==> src/rtl/core/mhr_pkg.sv <==
// shared types and constants for the mesh hop latency router
// used by every module under rtl/core; depends on nothing
package mhr_pkg;

	localparam int CORE_W    = 6;
	localparam int TIME_W    = 48;
	localparam int PAY_W     = 16;
	localparam int CFG_W     = 11;
	localparam int CFG_IDX_W = 3;
	localparam int MAX_CORES = 64;

	// config register widths
	localparam int MW_W  = 7;
	localparam int CC_W  = 7;
	localparam int BW_W  = 11;
	localparam int HOP_W = 8;
	localparam int HDR_W = 8;

	// config register indexes
	localparam logic [CFG_IDX_W-1:0] REG_MESH_WIDTH     = 3'd0;
	localparam logic [CFG_IDX_W-1:0] REG_CORE_COUNT     = 3'd1;
	localparam logic [CFG_IDX_W-1:0] REG_LINK_BANDWIDTH = 3'd2;
	localparam logic [CFG_IDX_W-1:0] REG_HOP_LATENCY    = 3'd3;
	localparam logic [CFG_IDX_W-1:0] REG_HEADER_BYTES   = 3'd4;

	// config reset values
	localparam logic [MW_W-1:0]  RST_MESH_WIDTH     = 7'd8;
	localparam logic [CC_W-1:0]  RST_CORE_COUNT     = 7'd64;
	localparam logic [BW_W-1:0]  RST_LINK_BANDWIDTH = 11'd64;
	localparam logic [HOP_W-1:0] RST_HOP_LATENCY    = 8'd1;
	localparam logic [HDR_W-1:0] RST_HEADER_BYTES   = 8'd32;

	// byte count to bit count
	localparam int BYTE_SHIFT = 3;

	// shared restoring divider
	localparam int DIV_W     = 20;
	localparam int DIV_CNT_W = 5;
	localparam int REM_W     = BW_W;
	localparam logic [DIV_CNT_W-1:0] SER_STEPS   = DIV_CNT_W'(DIV_W);
	localparam logic [DIV_CNT_W-1:0] COORD_STEPS = DIV_CNT_W'(CORE_W);

	// mesh coordinates and hop product
	localparam int XY_W   = MW_W;
	localparam int DIST_W = XY_W + 1;
	localparam int PROD_W = DIST_W + HOP_W;

	typedef enum logic [1:0] {
		DIV_OP_SER,
		DIV_OP_SRC,
		DIV_OP_DST
	} div_op_t;

	typedef struct packed {
		logic    load_item;
		logic    div_start;
		div_op_t start_op;
		logic    div_cap;
		div_op_t cap_op;
		logic    bc_init;
		logic    calc;
		logic    emit;
		logic    advance;
	} ctrl_cmd_t;

	typedef struct packed {
		logic div_done;
		logic out_free;
		logic bcast;
		logic last;
	} ctrl_sts_t;

endpackage

==> src/rtl/core/mhr_div.sv <==
// restoring divider, one quotient bit per cycle, run for a given step count
// the dividend comes in left aligned; depends on mhr_pkg
module mhr_div (
	input  logic                           clk,
	input  logic                           arst_n,
	input  logic                           start,
	input  logic [mhr_pkg::DIV_W-1:0]      dividend,
	input  logic [mhr_pkg::REM_W-1:0]      divisor,
	input  logic [mhr_pkg::DIV_CNT_W-1:0]  steps,
	output logic                           done,
	output logic [mhr_pkg::DIV_W-1:0]      quotient,
	output logic [mhr_pkg::REM_W-1:0]      remainder
);

	localparam logic [mhr_pkg::DIV_CNT_W-1:0] DIV_CNT_ONE = 1;

	logic                          busy_q;
	logic                          done_q;
	logic [mhr_pkg::DIV_CNT_W-1:0] cnt_q;
	logic [mhr_pkg::DIV_W-1:0]     quo_q;
	logic [mhr_pkg::REM_W-1:0]     rem_q;
	logic [mhr_pkg::REM_W-1:0]     div_q;

	logic [mhr_pkg::REM_W:0] rem_shift;
	logic                    ge;
	logic [mhr_pkg::REM_W:0] rem_sub;

	assign rem_shift = {rem_q, quo_q[mhr_pkg::DIV_W-1]};
	assign ge        = rem_shift >= {1'b0, div_q};
	assign rem_sub   = rem_shift - {1'b0, div_q};

	always_ff @(posedge clk or negedge arst_n) begin
		if (!arst_n) begin
			busy_q <= 1'b0;
			done_q <= 1'b0;
			cnt_q  <= '0;
		end else begin
			done_q <= 1'b0;
			if (start) begin
				busy_q <= 1'b1;
				cnt_q  <= steps;
			end else if (busy_q) begin
				cnt_q <= cnt_q - 1'b1;
				if (cnt_q == DIV_CNT_ONE) begin
					busy_q <= 1'b0;
					done_q <= 1'b1;
				end
			end
		end
	end

	always_ff @(posedge clk) begin
		if (start) begin
			quo_q <= dividend;
			rem_q <= '0;
			div_q <= divisor;
		end else if (busy_q) begin
			quo_q <= {quo_q[mhr_pkg::DIV_W-2:0], ge};
			rem_q <= ge ? rem_sub[mhr_pkg::REM_W-1:0] : rem_shift[mhr_pkg::REM_W-1:0];
		end
	end

	assign done      = done_q;
	assign quotient  = quo_q;
	assign remainder = rem_q;

endmodule

==> src/rtl/core/mhr_ctrl.sv <==
// controller state machine: sequences divisions, latency and result issue
// drives commands into mhr_dp and reads its status; depends on mhr_pkg
module mhr_ctrl (
	input  logic               clk,
	input  logic               arst_n,
	input  logic               in_valid,
	output logic               in_stall,
	input  mhr_pkg::ctrl_sts_t sts,
	output mhr_pkg::ctrl_cmd_t cmd
);

	typedef enum logic [5:0] {
		ST_IDLE    = 6'b000001,
		ST_DIV_SER = 6'b000010,
		ST_DIV_SRC = 6'b000100,
		ST_DIV_DST = 6'b001000,
		ST_LAT     = 6'b010000,
		ST_EMIT    = 6'b100000
	} state_t;

	state_t state_q;
	state_t state_d;

	assign in_stall = (state_q != ST_IDLE);

	always_comb begin
		state_d      = state_q;
		cmd          = '0;
		cmd.start_op = mhr_pkg::DIV_OP_SER;
		cmd.cap_op   = mhr_pkg::DIV_OP_SER;
		case (state_q)
			ST_IDLE: begin
				if (in_valid) begin
					cmd.load_item = 1'b1;
					cmd.div_start = 1'b1;
					cmd.start_op  = mhr_pkg::DIV_OP_SER;
					state_d       = ST_DIV_SER;
				end
			end
			ST_DIV_SER: begin
				if (sts.div_done) begin
					cmd.div_cap   = 1'b1;
					cmd.cap_op    = mhr_pkg::DIV_OP_SER;
					cmd.div_start = 1'b1;
					cmd.start_op  = mhr_pkg::DIV_OP_SRC;
					state_d       = ST_DIV_SRC;
				end
			end
			ST_DIV_SRC: begin
				if (sts.div_done) begin
					cmd.div_cap = 1'b1;
					cmd.cap_op  = mhr_pkg::DIV_OP_SRC;
					if (sts.bcast) begin
						cmd.bc_init = 1'b1;
						state_d     = ST_LAT;
					end else begin
						cmd.div_start = 1'b1;
						cmd.start_op  = mhr_pkg::DIV_OP_DST;
						state_d       = ST_DIV_DST;
					end
				end
			end
			ST_DIV_DST: begin
				if (sts.div_done) begin
					cmd.div_cap = 1'b1;
					cmd.cap_op  = mhr_pkg::DIV_OP_DST;
					state_d     = ST_LAT;
				end
			end
			ST_LAT: begin
				cmd.calc = 1'b1;
				state_d  = ST_EMIT;
			end
			ST_EMIT: begin
				if (sts.out_free) begin
					cmd.emit = 1'b1;
					if (sts.last) begin
						state_d = ST_IDLE;
					end else begin
						cmd.advance = 1'b1;
						state_d     = ST_LAT;
					end
				end
			end
			default: begin
				state_d = ST_IDLE;
			end
		endcase
	end

	always_ff @(posedge clk or negedge arst_n) begin
		if (!arst_n) begin
			state_q <= ST_IDLE;
		end else begin
			state_q <= state_d;
		end
	end

endmodule

==> src/rtl/core/mhr_dp.sv <==
// datapath: config registers, item registers, shared divider, hop latency
// and the output register; depends on mhr_pkg and mhr_div
module mhr_dp #(
	parameter int MAX_CORES = mhr_pkg::MAX_CORES
) (
	input  logic                            clk,
	input  logic                            arst_n,
	input  logic                            cfg_we,
	input  logic [mhr_pkg::CFG_IDX_W-1:0]   cfg_index,
	input  logic [mhr_pkg::CFG_W-1:0]       cfg_data,
	input  logic [mhr_pkg::CORE_W-1:0]      sender_core,
	input  logic [mhr_pkg::CORE_W-1:0]      receiver_core,
	input  logic                            is_broadcast,
	input  logic [mhr_pkg::PAY_W-1:0]       payload_bytes,
	input  logic [mhr_pkg::TIME_W-1:0]      send_time,
	input  logic                            out_stall,
	output logic                            out_valid,
	output logic [mhr_pkg::CORE_W-1:0]      dest_core,
	output logic [mhr_pkg::TIME_W-1:0]      arrival_time,
	output logic                            last,
	input  mhr_pkg::ctrl_cmd_t              cmd,
	output mhr_pkg::ctrl_sts_t              sts
);

	localparam logic [mhr_pkg::CC_W-1:0] MAX_N = mhr_pkg::CC_W'(MAX_CORES);
	localparam int ALIGN = mhr_pkg::DIV_W - mhr_pkg::CORE_W;
	localparam int SUM_W = mhr_pkg::PAY_W + 1;

	logic [mhr_pkg::MW_W-1:0]  mesh_width_q;
	logic [mhr_pkg::CC_W-1:0]  core_count_q;
	logic [mhr_pkg::BW_W-1:0]  link_bw_q;
	logic [mhr_pkg::HOP_W-1:0] hop_lat_q;
	logic [mhr_pkg::HDR_W-1:0] header_q;

	logic [mhr_pkg::CORE_W-1:0] sender_q;
	logic [mhr_pkg::CORE_W-1:0] receiver_q;
	logic                       bcast_q;
	logic [mhr_pkg::TIME_W-1:0] cur_q;
	logic [mhr_pkg::DIV_W-1:0]  ser_q;
	logic [mhr_pkg::XY_W-1:0]   sx_q;
	logic [mhr_pkg::XY_W-1:0]   sy_q;
	logic [mhr_pkg::XY_W-1:0]   x_q;
	logic [mhr_pkg::XY_W-1:0]   y_q;
	logic [mhr_pkg::CORE_W-1:0] idx_q;
	logic [mhr_pkg::PROD_W-1:0] prod_q;

	logic                       out_valid_q;
	logic [mhr_pkg::CORE_W-1:0] dest_q;
	logic [mhr_pkg::TIME_W-1:0] arr_q;
	logic                       last_q;

	always_ff @(posedge clk or negedge arst_n) begin
		if (!arst_n) begin
			mesh_width_q <= mhr_pkg::RST_MESH_WIDTH;
			core_count_q <= mhr_pkg::RST_CORE_COUNT;
			link_bw_q    <= mhr_pkg::RST_LINK_BANDWIDTH;
			hop_lat_q    <= mhr_pkg::RST_HOP_LATENCY;
			header_q     <= mhr_pkg::RST_HEADER_BYTES;
		end else if (cfg_we) begin
			case (cfg_index)
				mhr_pkg::REG_MESH_WIDTH:     mesh_width_q <= cfg_data[mhr_pkg::MW_W-1:0];
				mhr_pkg::REG_CORE_COUNT:     core_count_q <= cfg_data[mhr_pkg::CC_W-1:0];
				mhr_pkg::REG_LINK_BANDWIDTH: link_bw_q    <= cfg_data[mhr_pkg::BW_W-1:0];
				mhr_pkg::REG_HOP_LATENCY:    hop_lat_q    <= cfg_data[mhr_pkg::HOP_W-1:0];
				mhr_pkg::REG_HEADER_BYTES:   header_q     <= cfg_data[mhr_pkg::HDR_W-1:0];
				default: ;
			endcase
		end
	end

	// zero width, bandwidth and core count behave as one; core count caps at MAX_CORES
	logic [mhr_pkg::MW_W-1:0] eff_w;
	logic [mhr_pkg::BW_W-1:0] eff_bw;
	logic [mhr_pkg::CC_W-1:0] eff_n;

	assign eff_w  = (mesh_width_q == '0) ? mhr_pkg::MW_W'(1) : mesh_width_q;
	assign eff_bw = (link_bw_q == '0) ? mhr_pkg::BW_W'(1) : link_bw_q;
	always_comb begin
		if (core_count_q == '0) begin
			eff_n = mhr_pkg::CC_W'(1);
		end else if (core_count_q > MAX_N) begin
			eff_n = MAX_N;
		end else begin
			eff_n = core_count_q;
		end
	end

	// divider operand select
	logic [SUM_W-1:0]                 byte_sum;
	logic [mhr_pkg::DIV_W-1:0]        ser_num;
	logic [mhr_pkg::DIV_W-1:0]        div_dividend;
	logic [mhr_pkg::REM_W-1:0]        div_divisor;
	logic [mhr_pkg::DIV_CNT_W-1:0]    div_steps;
	logic                             div_done;
	logic [mhr_pkg::DIV_W-1:0]        div_quo;
	logic [mhr_pkg::REM_W-1:0]        div_rem;

	assign byte_sum = SUM_W'(payload_bytes) + SUM_W'(header_q);
	// ceiling division: add divisor minus one before dividing
	assign ser_num  = mhr_pkg::DIV_W'({byte_sum, {mhr_pkg::BYTE_SHIFT{1'b0}}})
		+ mhr_pkg::DIV_W'(eff_bw - 1'b1);

	always_comb begin
		case (cmd.start_op)
			mhr_pkg::DIV_OP_SER: begin
				div_dividend = ser_num;
				div_divisor  = eff_bw;
				div_steps    = mhr_pkg::SER_STEPS;
			end
			mhr_pkg::DIV_OP_SRC: begin
				div_dividend = {sender_q, {ALIGN{1'b0}}};
				div_divisor  = mhr_pkg::REM_W'(eff_w);
				div_steps    = mhr_pkg::COORD_STEPS;
			end
			mhr_pkg::DIV_OP_DST: begin
				div_dividend = {receiver_q, {ALIGN{1'b0}}};
				div_divisor  = mhr_pkg::REM_W'(eff_w);
				div_steps    = mhr_pkg::COORD_STEPS;
			end
			default: begin
				div_dividend = ser_num;
				div_divisor  = eff_bw;
				div_steps    = mhr_pkg::SER_STEPS;
			end
		endcase
	end

	mhr_div u_div (
		.clk       (clk),
		.arst_n    (arst_n),
		.start     (cmd.div_start),
		.dividend  (div_dividend),
		.divisor   (div_divisor),
		.steps     (div_steps),
		.done      (div_done),
		.quotient  (div_quo),
		.remainder (div_rem)
	);

	// hop distance
	logic [mhr_pkg::XY_W-1:0]   dx;
	logic [mhr_pkg::XY_W-1:0]   dy;
	logic [mhr_pkg::DIST_W-1:0] hop_dist;

	assign dx       = (x_q >= sx_q) ? (x_q - sx_q) : (sx_q - x_q);
	assign dy       = (y_q >= sy_q) ? (y_q - sy_q) : (sy_q - y_q);
	assign hop_dist = mhr_pkg::DIST_W'(dx) + mhr_pkg::DIST_W'(dy);

	logic [mhr_pkg::TIME_W-1:0] ser_add;
	logic [mhr_pkg::TIME_W-1:0] arrival_d;
	logic                       is_last;
	logic [mhr_pkg::XY_W-1:0]   x_inc;

	// a packet to itself carries no serialization delay
	assign ser_add   = (idx_q != sender_q) ? mhr_pkg::TIME_W'(ser_q) : '0;
	assign arrival_d = cur_q + mhr_pkg::TIME_W'(prod_q) + ser_add;
	assign is_last   = !bcast_q || ({1'b0, idx_q} == (eff_n - 1'b1));
	assign x_inc     = x_q + 1'b1;

	always_ff @(posedge clk) begin
		if (cmd.load_item) begin
			sender_q   <= sender_core;
			receiver_q <= receiver_core;
			bcast_q    <= is_broadcast;
			cur_q      <= send_time;
		end else if (cmd.advance) begin
			cur_q <= cur_q + mhr_pkg::TIME_W'(ser_q);
		end

		if (cmd.div_cap) begin
			case (cmd.cap_op)
				mhr_pkg::DIV_OP_SER: begin
					ser_q <= div_quo;
				end
				mhr_pkg::DIV_OP_SRC: begin
					sx_q <= mhr_pkg::XY_W'(div_rem[mhr_pkg::CORE_W-1:0]);
					sy_q <= mhr_pkg::XY_W'(div_quo[mhr_pkg::CORE_W-1:0]);
				end
				mhr_pkg::DIV_OP_DST: begin
					x_q   <= mhr_pkg::XY_W'(div_rem[mhr_pkg::CORE_W-1:0]);
					y_q   <= mhr_pkg::XY_W'(div_quo[mhr_pkg::CORE_W-1:0]);
					idx_q <= receiver_q;
				end
				default: ;
			endcase
		end

		if (cmd.bc_init) begin
			x_q   <= '0;
			y_q   <= '0;
			idx_q <= '0;
		end else if (cmd.advance) begin
			idx_q <= idx_q + 1'b1;
			// walk the row, wrapping to the next one at the mesh width
			if (x_inc == eff_w) begin
				x_q <= '0;
				y_q <= y_q + 1'b1;
			end else begin
				x_q <= x_inc;
			end
		end

		if (cmd.calc) begin
			prod_q <= hop_dist * hop_lat_q;
		end

		if (cmd.emit) begin
			dest_q <= idx_q;
			arr_q  <= arrival_d;
			last_q <= is_last;
		end
	end

	always_ff @(posedge clk or negedge arst_n) begin
		if (!arst_n) begin
			out_valid_q <= 1'b0;
		end else if (cmd.emit) begin
			out_valid_q <= 1'b1;
		end else if (!out_stall) begin
			out_valid_q <= 1'b0;
		end
	end

	assign sts.div_done = div_done;
	assign sts.out_free = !out_valid_q || !out_stall;
	assign sts.bcast    = bcast_q;
	assign sts.last     = is_last;

	assign out_valid    = out_valid_q;
	assign dest_core    = dest_q;
	assign arrival_time = arr_q;
	assign last         = last_q;

endmodule

==> src/rtl/core/mesh_hop_latency_router.sv <==
// top level of the mesh hop latency router: controller plus datapath
// depends on mhr_pkg, mhr_ctrl, mhr_dp
//
// channel  direction  handshake           payload
// in       input      in_valid/in_stall   sender_core receiver_core is_broadcast
//                                         payload_bytes send_time
// out      output     out_valid/out_stall dest_core arrival_time last
// cfg      input      cfg_we              cfg_index cfg_data
//
// one packet at a time; all divides run one bit a cycle on one shared divider
// unicast: serialization, source and destination divides, distance multiply,
// then the result issue; the input opens as the result appears at the output
// broadcast: no destination divide; each core reached then takes the
// distance multiply, then the time add
// a stalled output holds the sequencer in its issue state; a result that
// waits to be taken does not block the next packet from entering
// reset restores the config registers to their defaults and empties the output
module mesh_hop_latency_router #(
	parameter int MAX_CORES = mhr_pkg::MAX_CORES
) (
	input  logic                            clk,
	input  logic                            arst_n,
	input  logic                            cfg_we,
	input  logic [mhr_pkg::CFG_IDX_W-1:0]   cfg_index,
	input  logic [mhr_pkg::CFG_W-1:0]       cfg_data,
	input  logic                            in_valid,
	output logic                            in_stall,
	input  logic [mhr_pkg::CORE_W-1:0]      sender_core,
	input  logic [mhr_pkg::CORE_W-1:0]      receiver_core,
	input  logic                            is_broadcast,
	input  logic [mhr_pkg::PAY_W-1:0]       payload_bytes,
	input  logic [mhr_pkg::TIME_W-1:0]      send_time,
	output logic                            out_valid,
	input  logic                            out_stall,
	output logic [mhr_pkg::CORE_W-1:0]      dest_core,
	output logic [mhr_pkg::TIME_W-1:0]      arrival_time,
	output logic                            last
);

	mhr_pkg::ctrl_cmd_t cmd;
	mhr_pkg::ctrl_sts_t sts;

	mhr_ctrl u_ctrl (
		.clk      (clk),
		.arst_n   (arst_n),
		.in_valid (in_valid),
		.in_stall (in_stall),
		.sts      (sts),
		.cmd      (cmd)
	);

	mhr_dp #(
		.MAX_CORES (MAX_CORES)
	) u_dp (
		.clk           (clk),
		.arst_n        (arst_n),
		.cfg_we        (cfg_we),
		.cfg_index     (cfg_index),
		.cfg_data      (cfg_data),
		.sender_core   (sender_core),
		.receiver_core (receiver_core),
		.is_broadcast  (is_broadcast),
		.payload_bytes (payload_bytes),
		.send_time     (send_time),
		.out_stall     (out_stall),
		.out_valid     (out_valid),
		.dest_core     (dest_core),
		.arrival_time  (arrival_time),
		.last          (last),
		.cmd           (cmd),
		.sts           (sts)
	);

endmodule

==> config.mk <==
export PLATFORM = sky130hd
export DESIGN_NAME = mesh_hop_latency_router
export DESIGN_NICKNAME = d
export VERILOG_FILES = /design/src/rtl/core/mhr_pkg.sv /design/src/rtl/core/mhr_div.sv /design/src/rtl/core/mhr_ctrl.sv /design/src/rtl/core/mhr_dp.sv /design/src/rtl/core/mesh_hop_latency_router.sv
export SDC_FILE = /design/constraint.sdc
export NUM_CORES = 1
export LEC_CHECK = 0
export ABC_AREA = 1
export BUFFER_PORTS_ARGS = -buffer_cell sky130_fd_sc_hd__buf_2
export CORE_ASPECT_RATIO = 1.5
export CORE_MARGIN = 10
export CORE_UTILIZATION = 30
export CTS_CLUSTER_SIZE = 30
export DETAILED_ROUTE_END_ITERATION = 7
export PLACE_DENSITY_LB_ADDON = 0.2
export SLEW_MARGIN = 30
export SYNTH_ARGS = -nofsm -noshare
export SYNTH_HDL_FRONTEND = slang
export SYNTH_SLANG_ARGS = --single-unit
==> constraint.sdc <==
create_clock -name clk -period 7.5 [get_ports clk]
set_input_delay 0.375 -clock clk [delete_from_list [all_inputs] [get_ports clk]]
set_output_delay 0.375 -clock clk [all_outputs]
set_load 0.01 [all_outputs]
==> metrics.txt <==
CP Class=register to register; num rows=~120; Max Cap Viol=0; share of cells above drive strength 1=a little over a tenth; top cell type by total area after synthesis=edfxtp_1; Via density=4.77; core box area=around 0.068 mm^2; maximum clock path buffer count=3; dpl cell area=between 0.02 and 0.025 mm^2; Clock transition at path regs=0.06 ns; ys async rst share=between 15 and 20%; TritonCTS buffer count=35; post-place setup slack=between 0.15 and 0.2 ns; H-tree depth=2; Post-synth top flop=edfxtp_1; # clock sinks=~280; kind of end point of the critical path=register; Final setup viols=0; Synth warnings=0; CP startpoint kind=register; setup TNS=0 ns; status=finished clean; top-count cell post-synth=nand2_1; post-route cell area=about 0.024 mm^2; hpwl dp=around 53 mm; cell area after synthesis=approximately 0.020 mm^2; CTS tree=yes; Rel. slew slack=between 40 and 50%; pins over their slew limit=0; Seq/Total Area, Yosys=between 30% and 40%; Power Density=312 mW/mm^2; Post-CTS Repair Setup Buffers=0; Worst Skew=~0.022 ns; Area Overhead vs Synth=15.4%; Antenna Nets Post-Route=0; Synth Area per Inst=around 8.3 um^2; die height=about 340 um; gr ovfl total=0; Most common cell on crit path=inv_1; Total Routed Length=65.1 mm; Hold WS=slightly below 0.008 ns; Initial Util=roughly 30%; number of synthesized flops with an enable pin=195; hold crit path type=input pin to asynchronous set/reset pin; first-pass GRT wire length=roughly 100 mm; via count=~17000; DR iter-0 viols=805; CTS Root Cell=clkbuf_16; nets=~2900; #FFs+latches synth=between 200 and 300; Hold Violations, Final=0; Max Clock Freq=144 MHz; Die W=around 230 um; min cycle time layout=6.94 ns; GR Util All Layers=between 10% and 20%; Residual DRC=0; number of global-route vias before repair=17722; Setup WS post-layout=roughly 0.56 ns; worst-path fanout max=8; worst skew pair latency=between 0.5 and 0.6 ns; crit path DAT=between 7 and 8 ns; Die Area=between 0.07 and 0.08 mm^2; initial antenna violation count=0; detailed-route wire length per cell=between 15 and 20 um; reg2reg path depth=37; Synth area leaders=edfxtp_1 29%, nand2_1 11%, ha_1 9.5%; Synth Instances=roughly 2500; Worst IR Drop VDD=0.000172 V; gpl congestion=just over 0.9; Commonest cells post-synth=571 x nand2_1, 370 x inv_1, 197 x nor2_1; Crit-path slowest cell=fa_1; n_diodes=0; actual slew at the worst max-slew pin=between 0.8 and 0.9 ns; leak pwr=around 11 nW; IO buf count=152; Crit path largest cell delay=approximately 0.53 ns; CP required=about 7.8 ns; share of the synthesized area in the top cell type=28.7%; Distinct cells, synth=63; Pre-antenna DRT Iters=5; Final Cycle Share=between 90 and 100%; largest net degree at the start of global routing=70; IO Pins=about 150
## final cells by class
type	count	area, um^2
Multi-Input combinational cell	1761	11000
Timing Repair Buffer	180	1000
Clock inverter	20	214
Fill cell	7197	44100
Inverter	376	1410
Sequential cell	281	7870
Clock buffer	41	908
Tap cell	892	1120
## per-layer routing
layer / GRT usage [%] / vias up / part of all wire (%)
met5: 0 / - / 0
met4: 8.05 / 0 / 5.1
met3: 2.43 / 125 / 3.8
met2: 30.6 / 339 / 53
met1: 17.2 / 8037 / 38
li1: - / 8438 / -
## final timing paths
kind | start | to | slack [ns]
min in group clk | cfg_data[8] | u_dp.link_bw_q[8] | 0.06
worst max register to register | u_dp.x_q[3] | u_dp.prod_q[14] | 0.56
worst max-delay path | u_dp.x_q[3] | u_dp.prod_q[14] | 0.56
worst min register to register | u_dp.u_div.remainder[9] | u_dp.u_div.remainder[9] | 0.47
max in group asynchronous | arst_n | u_dp.hop_lat_q[3] | 6.94
worst min-delay path | arst_n | u_ctrl.state_q[2] | 0.008
## where the power goes
group / switching [mW] / internal [mW]
Sequential: 0.317 / 2.16
Clock: 0.730 / 0.984
Combinational: 1.99 / 1.15
## critical path: cells and delay by family, from the launching register on
family,cells,cell delay (ns)
AOI/OAI and AO/OA,10,1.54
and+or+nand+nor,8,0.83
adders and majority gates,7,3.06
DFF,1,0.39
buffers and inverters,10,0.67
xor gates and xnor gates,2,0.20
## timing repair
item	in CTS	in global routing
resized for setup	0	19
endpoints found under the hold margin	13	0
hold buffers	13	0
endpoints found under the setup margin	0	4
## stage by stage
step / power (mW) / util [%] / cells
final: 7.34 / 34.8 / 3551
after global routing: 7.94 / 34.8 / 3551
after CTS: 7.42 / 34.7 / 3551
after detailed placement: 5.66 / 32.9 / 3477
after global placement: 5.62 / 32.8 / 3477
after floorplan: 4.70 / - / 2457
## sequential cells by signal, indices dropped and copies added (netlist names), 8 cells and up
register	count
u_dp.u_div.quotient	20
u_dp.cur_q	48
u_dp.arrival_time	48
u_dp.hop_lat_q	8
u_dp.link_bw_q	11
u_dp.u_div.remainder	11
u_dp.header_q	8
u_dp.prod_q	16
u_dp.u_div.div_q	11
u_dp.ser_q	20
## cell families after synthesis
family                     after synthesis  synth area share [%]
AOI/OAI and AO/OA                      399                  11.0
xor gates and xnor gates               146                  6.28
adders and majority gates              217                  15.6
buffers and inverters                  415                  7.82
DFF                                    281                  38.6
muxes                                    3                 0.166
other                                    1                0.0184
and+or+nand+nor                        988                  20.5
## placed cells by master (no fill, tap or decap), types with 5 or more instances in the layout
cell / instances
dfrtp_1: 49
or2_2: 11
nor2_1: 196
nand2_2: 8
xnor2_1: 42
xor2_1: 104
a31oi_1: 22
o21bai_1: 12
dfxtp_1: 27
inv_2: 5
o22ai_1: 13
clkbuf_16: 35
clkinv_4: 5
o21ai_1: 10
o21ai_0: 145
fa_1: 62
nor3_1: 28
conb_1: 8
nand2_1: 568
nor2_4: 5
nand3_1: 112
nor4_1: 11
edfxtp_1: 195
buf_4: 15
ha_1: 152
buf_2: 152
a21o_1: 9
a21oi_1: 134
dfstp_2: 6
dlygate4sd3_1: 13
nand4_1: 28
o31ai_1: 13
o211ai_1: 11
clkbuf_1: 5
o21ai_2: 5
inv_1: 369
Note: power is estimated with default switching activity, not from simulation.
